$ cat config.mk
export PLATFORM = sky130hd
export DESIGN_NAME = ring_queue_with_max_query
export DESIGN_NICKNAME = d
export VERILOG_FILES = /design/src/hw/rtl/rqmq_pkg.sv /design/src/hw/rtl/rqmq_ctrl.sv /design/src/hw/rtl/rqmq_dp.sv /design/src/hw/rtl/ring_queue_with_max_query.sv
export VERILOG_INCLUDE_DIRS = /design/src /design/src/hw/rtl
export SDC_FILE = /design/constraint.sdc
export NUM_CORES = 2
export LEC_CHECK = 0
export ABC_AREA = 1
export BUFFER_PORTS_ARGS = -buffer_cell sky130_fd_sc_hd__buf_2
export CAP_MARGIN = 10
export CORE_MARGIN = 5
export CORE_UTILIZATION = 49
export CTS_BUF_LIST = sky130_fd_sc_hd__clkbuf_8
export DETAILED_ROUTE_END_ITERATION = 8
export PLACE_DENSITY = 0.66
export SLEW_MARGIN = 20
export SYNTH_ARGS = -nofsm -noshare
export SYNTH_HDL_FRONTEND = slang
export SYNTH_SLANG_ARGS = --single-unit
$ cat constraint.sdc
create_clock -name clk -period 7.51 [get_ports clk]
set_clock_uncertainty 0.1 [all_clocks]
set_input_delay 2.253 -clock clk [delete_from_list [all_inputs] [get_ports clk]]
set_output_delay 2.253 -clock clk [all_outputs]
set_load 0.05 [all_outputs]
$ cat src/hw/rtl/ring_queue_with_max_query_assert.svh
// Assertion macros used by the ring queue datapath.
`ifndef RING_QUEUE_WITH_MAX_QUERY_ASSERT_SVH
`define RING_QUEUE_WITH_MAX_QUERY_ASSERT_SVH

// Same-cycle implication, disabled while reset is active.
`define RQMQ_ASSERT_NOW(label, clk, rst_n, ante, cons) \
    label: assert property (@(posedge clk) disable iff (!rst_n) (ante) |-> (cons)) \
        else $error("rqmq assertion failed");

// Next-cycle implication, disabled while reset is active.
`define RQMQ_ASSERT_NEXT(label, clk, rst_n, ante, cons) \
    label: assert property (@(posedge clk) disable iff (!rst_n) (ante) |=> (cons)) \
        else $error("rqmq assertion failed");

`endif

$ cat src/hw/rtl/rqmq_pkg.sv
// Shared types and constants for the ring queue with max query.
package rqmq_pkg;

    // Default number of storage entries.
    localparam int DEPTH_DEFAULT = 32;

    // Payload and register widths.
    localparam int DATA_W     = 32;
    localparam int CAP_W      = 6;
    localparam int APB_ADDR_W = 3;
    localparam int APB_DATA_W = 32;

    // Register map: word index of each register.
    localparam logic REG_IDX_CAPACITY = 1'b0;
    localparam logic [CAP_W-1:0] CAP_RESET = 6'd32;

    // Operation requested by an input request.
    typedef enum logic [1:0] {
        KIND_ENQ   = 2'd0,
        KIND_DEQ   = 2'd1,
        KIND_MAX   = 2'd2,
        KIND_DRAIN = 2'd3
    } kind_t;

    // Result status codes.
    typedef enum logic [1:0] {
        ST_OK    = 2'd0,
        ST_FULL  = 2'd1,
        ST_EMPTY = 2'd2
    } status_t;

    // Memory read address select.
    typedef enum logic [1:0] {
        RD_HEAD,
        RD_HEAD_INC,
        RD_SCAN
    } rd_sel_t;

    // Source of a result loaded into the output register.
    typedef enum logic [2:0] {
        OUT_NONE,
        OUT_FULL,
        OUT_EMPTY,
        OUT_CACHED,
        OUT_RDATA
    } out_sel_t;

    // Controller states.
    typedef enum logic [2:0] {
        S_IDLE,
        S_OP,
        S_DEQ,
        S_SCAN,
        S_DRAIN
    } state_t;

    // Commands from the controller to the datapath.
    typedef struct packed {
        logic     op_load;
        logic     enq_write;
        logic     cache_clear;
        logic     cache_set;
        logic     rd_en;
        rd_sel_t  rd_sel;
        logic     scan_start;
        logic     scan_run;
        out_sel_t out_sel;
        logic     out_last;
        logic     head_adv;
        logic     drain_clear;
    } rqmq_cmd_t;

    // Status from the datapath to the controller.
    typedef struct packed {
        kind_t kind;
        logic  full;
        logic  empty;
        logic  cache_valid;
        logic  out_free;
        logic  scan_done;
        logic  last_entry;
    } rqmq_stat_t;

endpackage

$ cat src/hw/rtl/rqmq_ctrl.sv
// Controller state machine for the ring queue with max query.
module rqmq_ctrl (
    input  logic                clk,
    input  logic                rst_n,
    input  logic                in_valid,
    output logic                in_ready,
    input  rqmq_pkg::rqmq_stat_t stat,
    output rqmq_pkg::rqmq_cmd_t  cmd
);
    import rqmq_pkg::*;

    state_t state_reg;
    state_t state_next;

    // State register.
    always_ff @(posedge clk or negedge rst_n)
    begin
        if (!rst_n)
        begin
            state_reg <= S_IDLE;
        end
        else
        begin
            state_reg <= state_next;
        end
    end

    // Next-state logic.
    always_comb
    begin
        state_next = state_reg;
        case (state_reg)
            S_IDLE:
            begin
                if (in_valid)
                begin
                    state_next = S_OP;
                end
            end
            S_OP:
            begin
                case (stat.kind)
                    KIND_ENQ:
                    begin
                        if (!stat.full || stat.out_free)
                        begin
                            state_next = S_IDLE;
                        end
                    end
                    KIND_DEQ:
                    begin
                        if (!stat.empty)
                        begin
                            state_next = S_DEQ;
                        end
                        else if (stat.out_free)
                        begin
                            state_next = S_IDLE;
                        end
                    end
                    KIND_MAX:
                    begin
                        if (!stat.empty && !stat.cache_valid)
                        begin
                            state_next = S_SCAN;
                        end
                        else if (stat.out_free)
                        begin
                            state_next = S_IDLE;
                        end
                    end
                    KIND_DRAIN:
                    begin
                        if (!stat.empty)
                        begin
                            state_next = S_DRAIN;
                        end
                        else if (stat.out_free)
                        begin
                            state_next = S_IDLE;
                        end
                    end
                    default:
                    begin
                        state_next = S_IDLE;
                    end
                endcase
            end
            S_DEQ:
            begin
                if (stat.out_free)
                begin
                    state_next = S_IDLE;
                end
            end
            S_SCAN:
            begin
                // Back to the op state, which then returns the cached maximum.
                if (stat.scan_done)
                begin
                    state_next = S_OP;
                end
            end
            S_DRAIN:
            begin
                if (stat.out_free && stat.last_entry)
                begin
                    state_next = S_IDLE;
                end
            end
            default:
            begin
                state_next = S_IDLE;
            end
        endcase
    end

    // Output logic.
    always_comb
    begin
        cmd      = '0;
        in_ready = 1'b0;
        case (state_reg)
            S_IDLE:
            begin
                in_ready    = 1'b1;
                cmd.op_load = in_valid;
            end
            S_OP:
            begin
                case (stat.kind)
                    KIND_ENQ:
                    begin
                        cmd.cache_clear = 1'b1;
                        if (!stat.full)
                        begin
                            cmd.enq_write = 1'b1;
                        end
                        else if (stat.out_free)
                        begin
                            cmd.out_sel = OUT_FULL;
                        end
                    end
                    KIND_DEQ:
                    begin
                        cmd.cache_clear = 1'b1;
                        if (!stat.empty)
                        begin
                            cmd.rd_en  = 1'b1;
                            cmd.rd_sel = RD_HEAD;
                        end
                        else if (stat.out_free)
                        begin
                            cmd.out_sel = OUT_EMPTY;
                        end
                    end
                    KIND_MAX:
                    begin
                        if (stat.empty)
                        begin
                            if (stat.out_free)
                            begin
                                cmd.out_sel = OUT_EMPTY;
                            end
                        end
                        else if (stat.cache_valid)
                        begin
                            if (stat.out_free)
                            begin
                                cmd.out_sel = OUT_CACHED;
                            end
                        end
                        else
                        begin
                            cmd.scan_start = 1'b1;
                        end
                    end
                    KIND_DRAIN:
                    begin
                        if (!stat.empty)
                        begin
                            cmd.rd_en  = 1'b1;
                            cmd.rd_sel = RD_HEAD;
                        end
                        else if (stat.out_free)
                        begin
                            cmd.out_sel = OUT_EMPTY;
                        end
                    end
                    default:
                    begin
                        cmd = '0;
                    end
                endcase
            end
            S_DEQ:
            begin
                if (stat.out_free)
                begin
                    cmd.out_sel  = OUT_RDATA;
                    cmd.out_last = 1'b1;
                    cmd.head_adv = 1'b1;
                end
            end
            S_SCAN:
            begin
                cmd.scan_run  = 1'b1;
                cmd.cache_set = stat.scan_done;
            end
            S_DRAIN:
            begin
                if (stat.out_free)
                begin
                    cmd.out_sel  = OUT_RDATA;
                    cmd.out_last = stat.last_entry;
                    cmd.head_adv = 1'b1;
                    if (stat.last_entry)
                    begin
                        cmd.drain_clear = 1'b1;
                    end
                    else
                    begin
                        // Fetch the next entry while this one goes out.
                        cmd.rd_en  = 1'b1;
                        cmd.rd_sel = RD_HEAD_INC;
                    end
                end
            end
            default:
            begin
                cmd = '0;
            end
        endcase
    end

endmodule

$ cat src/hw/rtl/rqmq_dp.sv
// Datapath of the ring queue: entry memory, pointers, max scan and result register.
`include "ring_queue_with_max_query_assert.svh"

module rqmq_dp #(
    parameter int DEPTH = rqmq_pkg::DEPTH_DEFAULT
) (
    input  logic                              clk,
    input  logic                              rst_n,
    input  rqmq_pkg::rqmq_cmd_t               cmd,
    output rqmq_pkg::rqmq_stat_t              stat,
    input  logic [rqmq_pkg::CAP_W-1:0]        capacity,
    input  logic [1:0]                        kind,
    input  logic signed [rqmq_pkg::DATA_W-1:0] value,
    input  logic                              out_ready,
    output logic                              out_valid,
    output logic [1:0]                        status,
    output logic signed [rqmq_pkg::DATA_W-1:0] result_value,
    output logic                              last
);
    import rqmq_pkg::*;

    localparam int IDX_W = $clog2(DEPTH);
    localparam int CNT_W = $clog2(DEPTH + 1);
    localparam int CMP_W = (CNT_W > CAP_W) ? CNT_W : CAP_W;

    // Wrapping increment of a ring index.
    function automatic logic [IDX_W-1:0] idx_inc(input logic [IDX_W-1:0] idx);
        logic [IDX_W-1:0] res;
        if (idx == IDX_W'(DEPTH - 1))
        begin
            res = '0;
        end
        else
        begin
            res = idx + 1'b1;
        end
        return res;
    endfunction

    // Entry storage.
    logic [DATA_W-1:0] mem [DEPTH];
    logic [DATA_W-1:0] rdata_reg;

    // Latched request.
    kind_t             op_kind_reg;
    logic [DATA_W-1:0] op_value_reg;

    // Ring pointers and fill count.
    logic [IDX_W-1:0] head_reg, head_next;
    logic [IDX_W-1:0] tail_reg, tail_next;
    logic [CNT_W-1:0] count_reg, count_next;

    // Max cache and scan state.
    logic              cache_valid_reg, cache_valid_next;
    logic [DATA_W-1:0] cached_max_reg;
    logic [IDX_W-1:0]  scan_idx_reg;
    logic [CNT_W-1:0]  scan_left_reg, scan_left_next;
    logic              scan_rvalid_reg, scan_rvalid_next;
    logic              scan_first_reg;

    // Result register.
    logic              out_valid_reg, out_valid_next;
    status_t           out_status_reg;
    logic [DATA_W-1:0] out_value_reg;
    logic              out_last_reg;

    logic              out_free;
    logic              scan_issue;
    logic              rd_en;
    logic [IDX_W-1:0]  rd_addr;
    logic [IDX_W-1:0]  head_inc;
    logic [CMP_W-1:0]  cap_ext;
    logic [CMP_W-1:0]  cap_sat;
    logic [CMP_W-1:0]  depth_ext;

    // Status toward the controller.
    assign out_free  = !out_valid_reg || out_ready;
    assign cap_ext   = CMP_W'(capacity);
    assign depth_ext = CMP_W'(DEPTH);
    assign cap_sat   = (cap_ext > depth_ext) ? depth_ext : cap_ext;
    assign head_inc  = idx_inc(head_reg);

    assign stat.kind        = op_kind_reg;
    assign stat.full        = CMP_W'(count_reg) >= cap_sat;
    assign stat.empty       = (count_reg == '0);
    assign stat.cache_valid = cache_valid_reg;
    assign stat.out_free    = out_free;
    assign stat.scan_done   = (scan_left_reg == '0) && !scan_rvalid_reg;
    assign stat.last_entry  = (count_reg == CNT_W'(1));

    // Read port address and enable.
    assign scan_issue = cmd.scan_run && (scan_left_reg != '0);
    assign rd_en      = cmd.rd_en || scan_issue;

    always_comb
    begin
        case (cmd.rd_sel)
            RD_HEAD:     rd_addr = head_reg;
            RD_HEAD_INC: rd_addr = head_inc;
            default:     rd_addr = scan_idx_reg;
        endcase
        if (scan_issue)
        begin
            rd_addr = scan_idx_reg;
        end
    end

    // Memory write and registered read.
    always_ff @(posedge clk)
    begin
        if (cmd.enq_write)
        begin
            mem[tail_reg] <= op_value_reg;
        end
        if (rd_en)
        begin
            rdata_reg <= mem[rd_addr];
        end
    end

    // Request latch.
    always_ff @(posedge clk)
    begin
        if (cmd.op_load)
        begin
            op_kind_reg  <= kind_t'(kind);
            op_value_reg <= value;
        end
    end

    // Pointer and count update.
    always_comb
    begin
        head_next  = head_reg;
        tail_next  = tail_reg;
        count_next = count_reg;
        if (cmd.drain_clear)
        begin
            head_next  = '0;
            tail_next  = '0;
            count_next = '0;
        end
        else if (cmd.enq_write)
        begin
            tail_next  = idx_inc(tail_reg);
            count_next = count_reg + 1'b1;
        end
        else if (cmd.head_adv)
        begin
            head_next  = head_inc;
            count_next = count_reg - 1'b1;
        end
    end

    // Cache valid flag.
    always_comb
    begin
        cache_valid_next = cache_valid_reg;
        if (cmd.cache_clear || cmd.drain_clear)
        begin
            cache_valid_next = 1'b0;
        end
        else if (cmd.cache_set)
        begin
            cache_valid_next = 1'b1;
        end
    end

    // Scan counters: one read issued per cycle, each compared once its registered read data returns.
    always_comb
    begin
        scan_left_next   = scan_left_reg;
        scan_rvalid_next = 1'b0;
        if (cmd.scan_start)
        begin
            scan_left_next = count_reg;
        end
        else if (scan_issue)
        begin
            scan_left_next   = scan_left_reg - 1'b1;
            scan_rvalid_next = 1'b1;
        end
    end

    always_ff @(posedge clk or negedge rst_n)
    begin
        if (!rst_n)
        begin
            head_reg        <= '0;
            tail_reg        <= '0;
            count_reg       <= '0;
            cache_valid_reg <= 1'b0;
            scan_left_reg   <= '0;
            scan_rvalid_reg <= 1'b0;
            out_valid_reg   <= 1'b0;
        end
        else
        begin
            head_reg        <= head_next;
            tail_reg        <= tail_next;
            count_reg       <= count_next;
            cache_valid_reg <= cache_valid_next;
            scan_left_reg   <= scan_left_next;
            scan_rvalid_reg <= scan_rvalid_next;
            out_valid_reg   <= out_valid_next;
        end
    end

    // Scan index and running maximum, kept in the cache register itself.
    always_ff @(posedge clk)
    begin
        if (cmd.scan_start)
        begin
            scan_idx_reg   <= head_reg;
            scan_first_reg <= 1'b1;
        end
        else if (cmd.scan_run)
        begin
            if (scan_issue)
            begin
                scan_idx_reg <= idx_inc(scan_idx_reg);
            end
            if (scan_rvalid_reg)
            begin
                scan_first_reg <= 1'b0;
                if (scan_first_reg || ($signed(rdata_reg) > $signed(cached_max_reg)))
                begin
                    cached_max_reg <= rdata_reg;
                end
            end
        end
    end

    // Result register.
    always_comb
    begin
        out_valid_next = out_valid_reg && !out_ready;
        if (cmd.out_sel != OUT_NONE)
        begin
            out_valid_next = 1'b1;
        end
    end

    always_ff @(posedge clk)
    begin
        case (cmd.out_sel)
            OUT_FULL:
            begin
                out_status_reg <= ST_FULL;
                out_value_reg  <= '0;
                out_last_reg   <= 1'b1;
            end
            OUT_EMPTY:
            begin
                out_status_reg <= ST_EMPTY;
                out_value_reg  <= '0;
                out_last_reg   <= 1'b1;
            end
            OUT_CACHED:
            begin
                out_status_reg <= ST_OK;
                out_value_reg  <= cached_max_reg;
                out_last_reg   <= 1'b1;
            end
            OUT_RDATA:
            begin
                out_status_reg <= ST_OK;
                out_value_reg  <= rdata_reg;
                out_last_reg   <= cmd.out_last;
            end
            default:
            begin
                out_status_reg <= out_status_reg;
            end
        endcase
    end

    assign out_valid    = out_valid_reg;
    assign status       = out_status_reg;
    assign result_value = out_value_reg;
    assign last         = out_last_reg;

    // The fill count never exceeds the storage depth.
    `RQMQ_ASSERT_NOW(a_count_bound, clk, rst_n, 1'b1, count_reg <= CNT_W'(DEPTH))
    // An empty queue has its head and tail at the same entry.
    `RQMQ_ASSERT_NOW(a_empty_ptrs, clk, rst_n, count_reg == '0, head_reg == tail_reg)
    // A drain leaves the queue reset to its start with no cached maximum.
    `RQMQ_ASSERT_NEXT(a_drain_clear, clk, rst_n, cmd.drain_clear, (count_reg == '0) && (head_reg == '0) && !cache_valid_reg)
    // A result is loaded only when the result register can take it.
    `RQMQ_ASSERT_NOW(a_out_load, clk, rst_n, cmd.out_sel != OUT_NONE, out_free)

endmodule

$ cat src/hw/rtl/ring_queue_with_max_query.sv
// Top level of the ring queue with max query: register port, controller and datapath.
//
// Channel   Direction  Handshake             Payload
// in        request    in_valid / in_ready   kind, value
// out       result     out_valid / out_ready status, result_value, last
// cfg       APB write  psel, penable, pwrite paddr, pwdata (capacity at 0x0)
//
// One request is taken at a time; in_ready is high only while the controller is idle.
// A max query returns the cached result when one is valid, else scans the queue first.
// During a drain, each entry uses the single memory read port once.
// Dequeue, max query and drain on an empty queue return an empty status.
// Results wait in an output register; out_ready low stalls the controller until it drains.
// Reset clears pointers, count and cache; entry storage is not cleared.
module ring_queue_with_max_query #(
    parameter int DEPTH = rqmq_pkg::DEPTH_DEFAULT
) (
    input  logic                                   clk,
    input  logic                                   rst_n,
    input  logic                                   in_valid,
    output logic                                   in_ready,
    input  logic [1:0]                             kind,
    input  logic signed [rqmq_pkg::DATA_W-1:0]     value,
    output logic                                   out_valid,
    input  logic                                   out_ready,
    output logic [1:0]                             status,
    output logic signed [rqmq_pkg::DATA_W-1:0]     result_value,
    output logic                                   last,
    input  logic                                   psel,
    input  logic                                   penable,
    input  logic                                   pwrite,
    input  logic [rqmq_pkg::APB_ADDR_W-1:0]        paddr,
    input  logic [rqmq_pkg::APB_DATA_W-1:0]        pwdata,
    output logic [rqmq_pkg::APB_DATA_W-1:0]        prdata,
    output logic                                   pready
);
    import rqmq_pkg::*;

    logic [CAP_W-1:0] capacity_reg;
    logic [CAP_W-1:0] capacity_next;
    logic             cap_sel;
    rqmq_cmd_t        cmd;
    rqmq_stat_t       stat;

    // Register decode on the word index.
    assign pready  = 1'b1;
    assign cap_sel = (paddr[APB_ADDR_W-1:2] == REG_IDX_CAPACITY);

    always_comb
    begin
        capacity_next = capacity_reg;
        if (psel && penable && pwrite && pready && cap_sel)
        begin
            capacity_next = pwdata[CAP_W-1:0];
        end
    end

    always_ff @(posedge clk or negedge rst_n)
    begin
        if (!rst_n)
        begin
            capacity_reg <= CAP_RESET;
        end
        else
        begin
            capacity_reg <= capacity_next;
        end
    end

    // Read data.
    assign prdata = cap_sel ? APB_DATA_W'(capacity_reg) : '0;

    rqmq_ctrl u_ctrl (
        .clk      (clk),
        .rst_n    (rst_n),
        .in_valid (in_valid),
        .in_ready (in_ready),
        .stat     (stat),
        .cmd      (cmd)
    );

    rqmq_dp #(
        .DEPTH (DEPTH)
    ) u_dp (
        .clk          (clk),
        .rst_n        (rst_n),
        .cmd          (cmd),
        .stat         (stat),
        .capacity     (capacity_reg),
        .kind         (kind),
        .value        (value),
        .out_ready    (out_ready),
        .out_valid    (out_valid),
        .status       (status),
        .result_value (result_value),
        .last         (last)
    );

endmodule
Yosys cells after proc, flatten, opt, wreduce, memory -nomap -nowiden
Memories as Yosys holds them, arrays and structs flattened. A register that Yosys moved wholly into a read port is not among the register bits.
Cells that the tools add are included.
W data, S select, Z words.

storage, ports and cells
  flip-flop bits (word level) = 141
  memory bits (writable) = 1024
  input bits = 76
  output and inout port bits = 70
  word-level logic and storage cells = 165
  memories = 1

cells by class
  add/subtract/negate cells = 6
  $lt $le $gt $ge = 3
  eq/ne operators = 21
  mux-type cells = 70
  bitwise logic cells = 2
  reductions and logical operators = 45

memory list
  memory    words  width  rd ports  clocked after memory_dff  wr ports  line           RTL
  u_dp.mem  32     32     1         1                         1         rqmq_dp.sv:41  logic [DATA_W-1:0] mem [DEPTH];

operators with widths
  operator               count
  $pmux W32 S3           1
  $mux W5                13
  $mux W6                8
  $mux W3                14
  $gt A32 B32 Y1         1
  $mux W1                21
  $add A5 B1 Y5 const B  3
  $eq A5 B5 Y1 const B   3
  $pmux W3 S5            1
  $pmux W5 S3            1
  $eq A3 B2 Y1 const B   4
  $logic_not A6 Y1       2
  $pmux W3 S4            1
  $reduce_bool A2 Y1     6
  $reduce_bool A3 Y1     4
  $sub A6 B1 Y6 const B  2
  $mux W2                5
  $pmux W5 S2            1
  $pmux W3 S3            1
  $logic_and A1 B1 Y1    8
  $reduce_and A4 Y1      2
  $reduce_or A2 Y1       4
  $add A6 B1 Y6 const B  1
  $eq A3 B1 Y1 const B   2
  other kinds (20)       38

Logic depth before layout (Yosys ltp)
  depth after elaboration = 10
  mapped depth = 18
  mapped depth without buffers = 16

Modules after synthesis
A second synthesis with hierarchy kept.

unflattened totals
  cell total of the unflattened synthesis = 4902
  area, all modules = 52974.6 µm²

by module, submodules not included
  module                     times used  cells an instance  area an instance (µm²)  sequential area each (µm²)
  rqmq_dp                    1           4749               52009.9                 35539.1
  ring_queue_with_max_query  1           70                 515.5                   151.4
  rqmq_ctrl                  1           83                 449.2                   75.1

Least setup slack after synthesis
No wires, ideal clock.

  path kind = reg-to-reg
  from = register u_ctrl.state_reg[2]
  to = register u_dp.rdata_reg[0], read port of u_dp.mem (enable)
  setup time = 0.533 ns
  data arrival time = 4.732 ns
  required time = 6.877 ns
  setup slack = 2.145 ns
  stages on the path, launching flop included = 5
  path buffers = 1
  period minus slack after synthesis = 5.365 ns
  cells stage by stage = dfrtp_1 -> buf_2 -> nor3_1 -> inv_2 -> o311ai_0

between the ends
  elaborated cells on any way between the ends = 11
  those cells by class = eq/ne: 4; mux: 4; reduce/logical: 3

RTL lines
  item                    line              RTL
  start, declared         rqmq_ctrl.sv:12   state_t state_reg;
  start signal, assigned  rqmq_ctrl.sv:24   state_reg <= state_next;
  $eq A3 B2 Y1            rqmq_ctrl.sv:123  case (state_reg)
  $mux W1                 --
  $logic_and A1 B1 Y1     rqmq_dp.sv:92     assign scan_issue = cmd.scan_run && (scan_left_reg != '0);
  $logic_or A1 B1 Y1 (*)  rqmq_dp.sv:93     assign rd_en = cmd.rd_en || scan_issue;
  named net u_dp.rd_en    rqmq_dp.sv:69     logic rd_en;
  end, declared           rqmq_dp.sv:42     logic [DATA_W-1:0] rdata_reg;

Mark *: on every way through the listed nets, which the timed path passes. The rest lies on a longest branch.
A chain may end at the register's enable or synchronous reset.

Worst setup path in the final report
  from = input paddr[2] (netlist bit)
  to = output prdata[3] (netlist bit)

between the ends
  longest elaborated chain between the ends = 1

ends and longest elaborated chain
  item             line                             RTL
  start, declared  ring_queue_with_max_query.sv:31  input logic [rqmq_pkg::APB_ADDR_W-1:0] paddr,
  $mux W6          ring_queue_with_max_query.sv:70  assign prdata = cap_sel ? APB_DATA_W'(capacity_reg) : '0;
  end, declared    ring_queue_with_max_query.sv:33  output logic [rqmq_pkg::APB_DATA_W-1:0] prdata,

Every way passes these cells.

==> metrics.md <==
| Metric | Value |
|---|---|
| Status | `finished clean` |
| Synth area leaders | `edfxtp_1, nand3_1, nand2_1, inv_1, buf_2` |
| #FFs+latches synth | `1,197` |
| Final Hold Fails | `0` |
| Reg with most FFs | `u_dp.mem` |
| Later-pin clock latency in the skew report | `0.87 ns` |
| Critical Path RT | `5.16 ns` |
| Gpl congestion | `0.826` |
| Crit path launch | `paddr[2]` |
| Starting Density | `0.492` |
| Reg-to-reg startpoint | `u_dp.scan_left_reg[0]$_DFFE_PN0P_` |
| 1st-iter DRT viols | `3,975` |
| GR Overflow Total | `0` |
| Placed instance count | `6,496` |
| Yosys top cell area share | `0.655` |
| Post-Syn Instances | `5,175` |
| Compound-Gate Fraction of Synth Area | `0.0104` |
| Initial antenna violation count | `18` |
| Post-DP HPWL | `73.6 mm` |
| Fin crit share | `0.682` |
| Hold WC Path Type | `flop to flop` |
| DIE AREA | `0.115 mm2` |
| Global-route wire length before repair | `206 mm` |
| CP endpoint | `prdata[3]` |
| Die height | `340 um` |
| # nets final | `5,402` |
| Vias post-DR | `36,300` |
| CP Capture Type | `output port` |
| Pleak | `25.5 nW` |
| Die Width | `340 um` |
| Max Slew Vio Count | `0` |
| Fin crit period | `5.12 ns` |
| Share of layout cells above drive strength 1 | `0.0810` |
| Post-Synth Adder-Cell Area | `0.0120` |
| Commonest cells after routing, fill and taps aside | `inv_1, nand3_1, edfxtp_1` |
| Post-CTS setup buffer count | `0` |
| XOR/XNOR Fraction of Synth Area | `0.000164` |
| Final Total Pwr | `0.0229 W` |
| Reg clk slew, reported paths | `0.06 ns` |
| I/O Pins | `146` |
| CTS tree | `built` |
| Floorplan Core Area | `0.108 mm2` |
| Reg2reg end | `u_dp.rdata_reg[17]$_DFFE_PP_` |
| Pwr dens | `390 mW/mm2` |
| Avg Cell Area, Syn | `10.3 um2` |
| Worst-case reg-to-reg path depth | `15` |
| Synth Flop Type | `edfxtp_1` |
| Worst Max-Slew Pin Slew | `1.09 ns` |
| Average wire per standard cell | `20.2 um` |
| Max FFs per register | `1,024` |
| Cts-stage hold buffer count | `0` |
| Mapped Area | `0.0533 mm2` |
| Syn-to-layout area delta | `10.0%` |
| Post-synth EDFFs | `1,162` |
| Mux contribution to synthesized area | `0` |
| Syn. warnings | `0` |
| Peak Freq | `0.195 GHz` |
| Worst vdd ir | `0.408 mV` |
| # Max-Cap Violations | `0` |
| Area leader, netlist | `edfxtp_1` |
| Cts bufs inserted | `189` |
| Endpoints failing setup | `0` |
| Reg2reg setup slack | `2.77 ns` |
| Post-synthesis cell type count | `43` |
| FP Rows | `121` |
| H-tree Lvls | `4` |
| Unrepaired setup endpoints after global routing | `no` |
| Root Driver | `clkbuf_8` |
| CP Max Fanout | `7` |
| GRT Total Usage | `0.236` |
| Sequential area share after synthesis | `0.671` |
| Commonest non-fill, non-tap cell in the layout | `inv_1` |
| Post-synth ARST share | `0.0284` |
| Port Buf Inserts | `90` |
| Post_cts resized | `0` |
| Clk sinks | `1,197` |
| Startpoint types | `primary input` |
| Setup_tns | `0 ns` |
| Crit Path Class | `primary input to output port` |
| Data arrival, critical path | `2.77 ns` |
| Slew headroom | `0.271` |
| Longest Clk Path Bufs | `3` |
| DRC | `0` |
| DR pass1 iterations | `8` |
| Non-filler cells, final | `6,841` |
| Largest family of logic cells by synthesized area | `simple AND/OR/NAND/NOR gates` |
| Synth Area in Simple Gates | `0.199` |
| Routed wire length | `138 mm` |
| Vias in the first global route | `34,400` |
| DRT antenna net count | `0` |
| Largest net degree at the start of global routing | `142` |
| Vias per inst | `5.31` |
==> routing by layer <==
layer | up-vias | share of wire | global-route usage
met2 | 1763 | 0.46 | 0.379
li1 | 17000 | - | -
met5 | - | 0.00030 | 0
met3 | 308 | 0.10 | 0.0514
met1 | 17200 | 0.41 | 0.321
met4 | 6 | 0.028 | 0.0802
==> area by class of cell <==
type,instances,area [um2]
Tap cell,1414,1770
Fill cell,9177,49800
Antenna cell,4,10.0
Clock buffer,193,2660
Inverter,1129,4260
Timing Repair Buffer,162,1160
Sequential cell,1197,35800
Clock inverter,146,709
Multi-Input combinational cell,2596,12300
==> metrics by stage <==
step	utilization	hold slack, ns	cell area [um2]	worst slack (ns)
after floorplan	-	0.326	53400	2.14
after global placement	0.509	0.349	55200	1.60
after detailed placement	0.509	0.351	55200	1.62
after CTS	0.540	0.368	58600	2.40
after global routing	0.541	0.370	58600	2.26
final	0.541	0.364	58600	2.39
==> critical path: stages <==
cell and delay [ns]:
buf_2 0.13, nor2_1 0.11, buf_2 0.27
==> how the worst min path moves through the flow <==
stage | cells past startpoint | from | to
2_1_floorplan | 0 | u_dp.rdata_reg[0]$_DFFE_PP_ | u_dp.cached_max_reg[0]$_DFFE_PP_
3_3_place_gp | 0 | u_dp.rdata_reg[0]$_DFFE_PP_ | u_dp.cached_max_reg[0]$_DFFE_PP_
3_5_place_dp | 0 | u_dp.rdata_reg[0]$_DFFE_PP_ | u_dp.cached_max_reg[0]$_DFFE_PP_
4_1_cts | 0 | u_dp.rdata_reg[0]$_DFFE_PP_ | u_dp.cached_max_reg[0]$_DFFE_PP_
5_1_grt | 0 | u_dp.rdata_reg[0]$_DFFE_PP_ | u_dp.cached_max_reg[0]$_DFFE_PP_
6_report | 0 | u_dp.rdata_reg[0]$_DFFE_PP_ | u_dp.cached_max_reg[0]$_DFFE_PP_
==> kinds of logic (layout without fill, tap and decap cells) <==
group / after synthesis / count (layout)
buffers and inverters: 1407 / 1630
AOI/OAI and AO/OA: 99 / 99
xor gates and xnor gates: 1 / 1
DFF: 1197 / 1197
other: 2 / 31
adders and majority gates: 51 / 51
and+or+nand+nor: 2418 / 2418
==> synthesized netlist by cell type, types with 2 or more instances <==
master       n
a21oi_1     38
buf_1       21
buf_2      165
buf_4       48
buf_6        3
clkbuf_1    41
clkinv_1     2
conb_1       2
dfrtp_1     33
edfxtp_1  1162
ha_1        51
inv_1     1122
inv_2        4
nand2_1   1136
nand2_2      7
nand3_1   1162
nand3_2      2
nand4_1      6
nor2_1      86
nor2_2       2
nor3_1       7
nor4_1       5
o211ai_1    11
o21ai_0     36
o21ai_1      2
o22ai_1      3
o311ai_0     2
==> where the power goes <==
part	switching (W)	internal [W]	leakage (nW)
clock network	0.00255	0.00246	1.96
registers	0.000460	0.00811	10.9
logic	0.00682	0.00245	12.7
(Power assumes the default switching activity.)
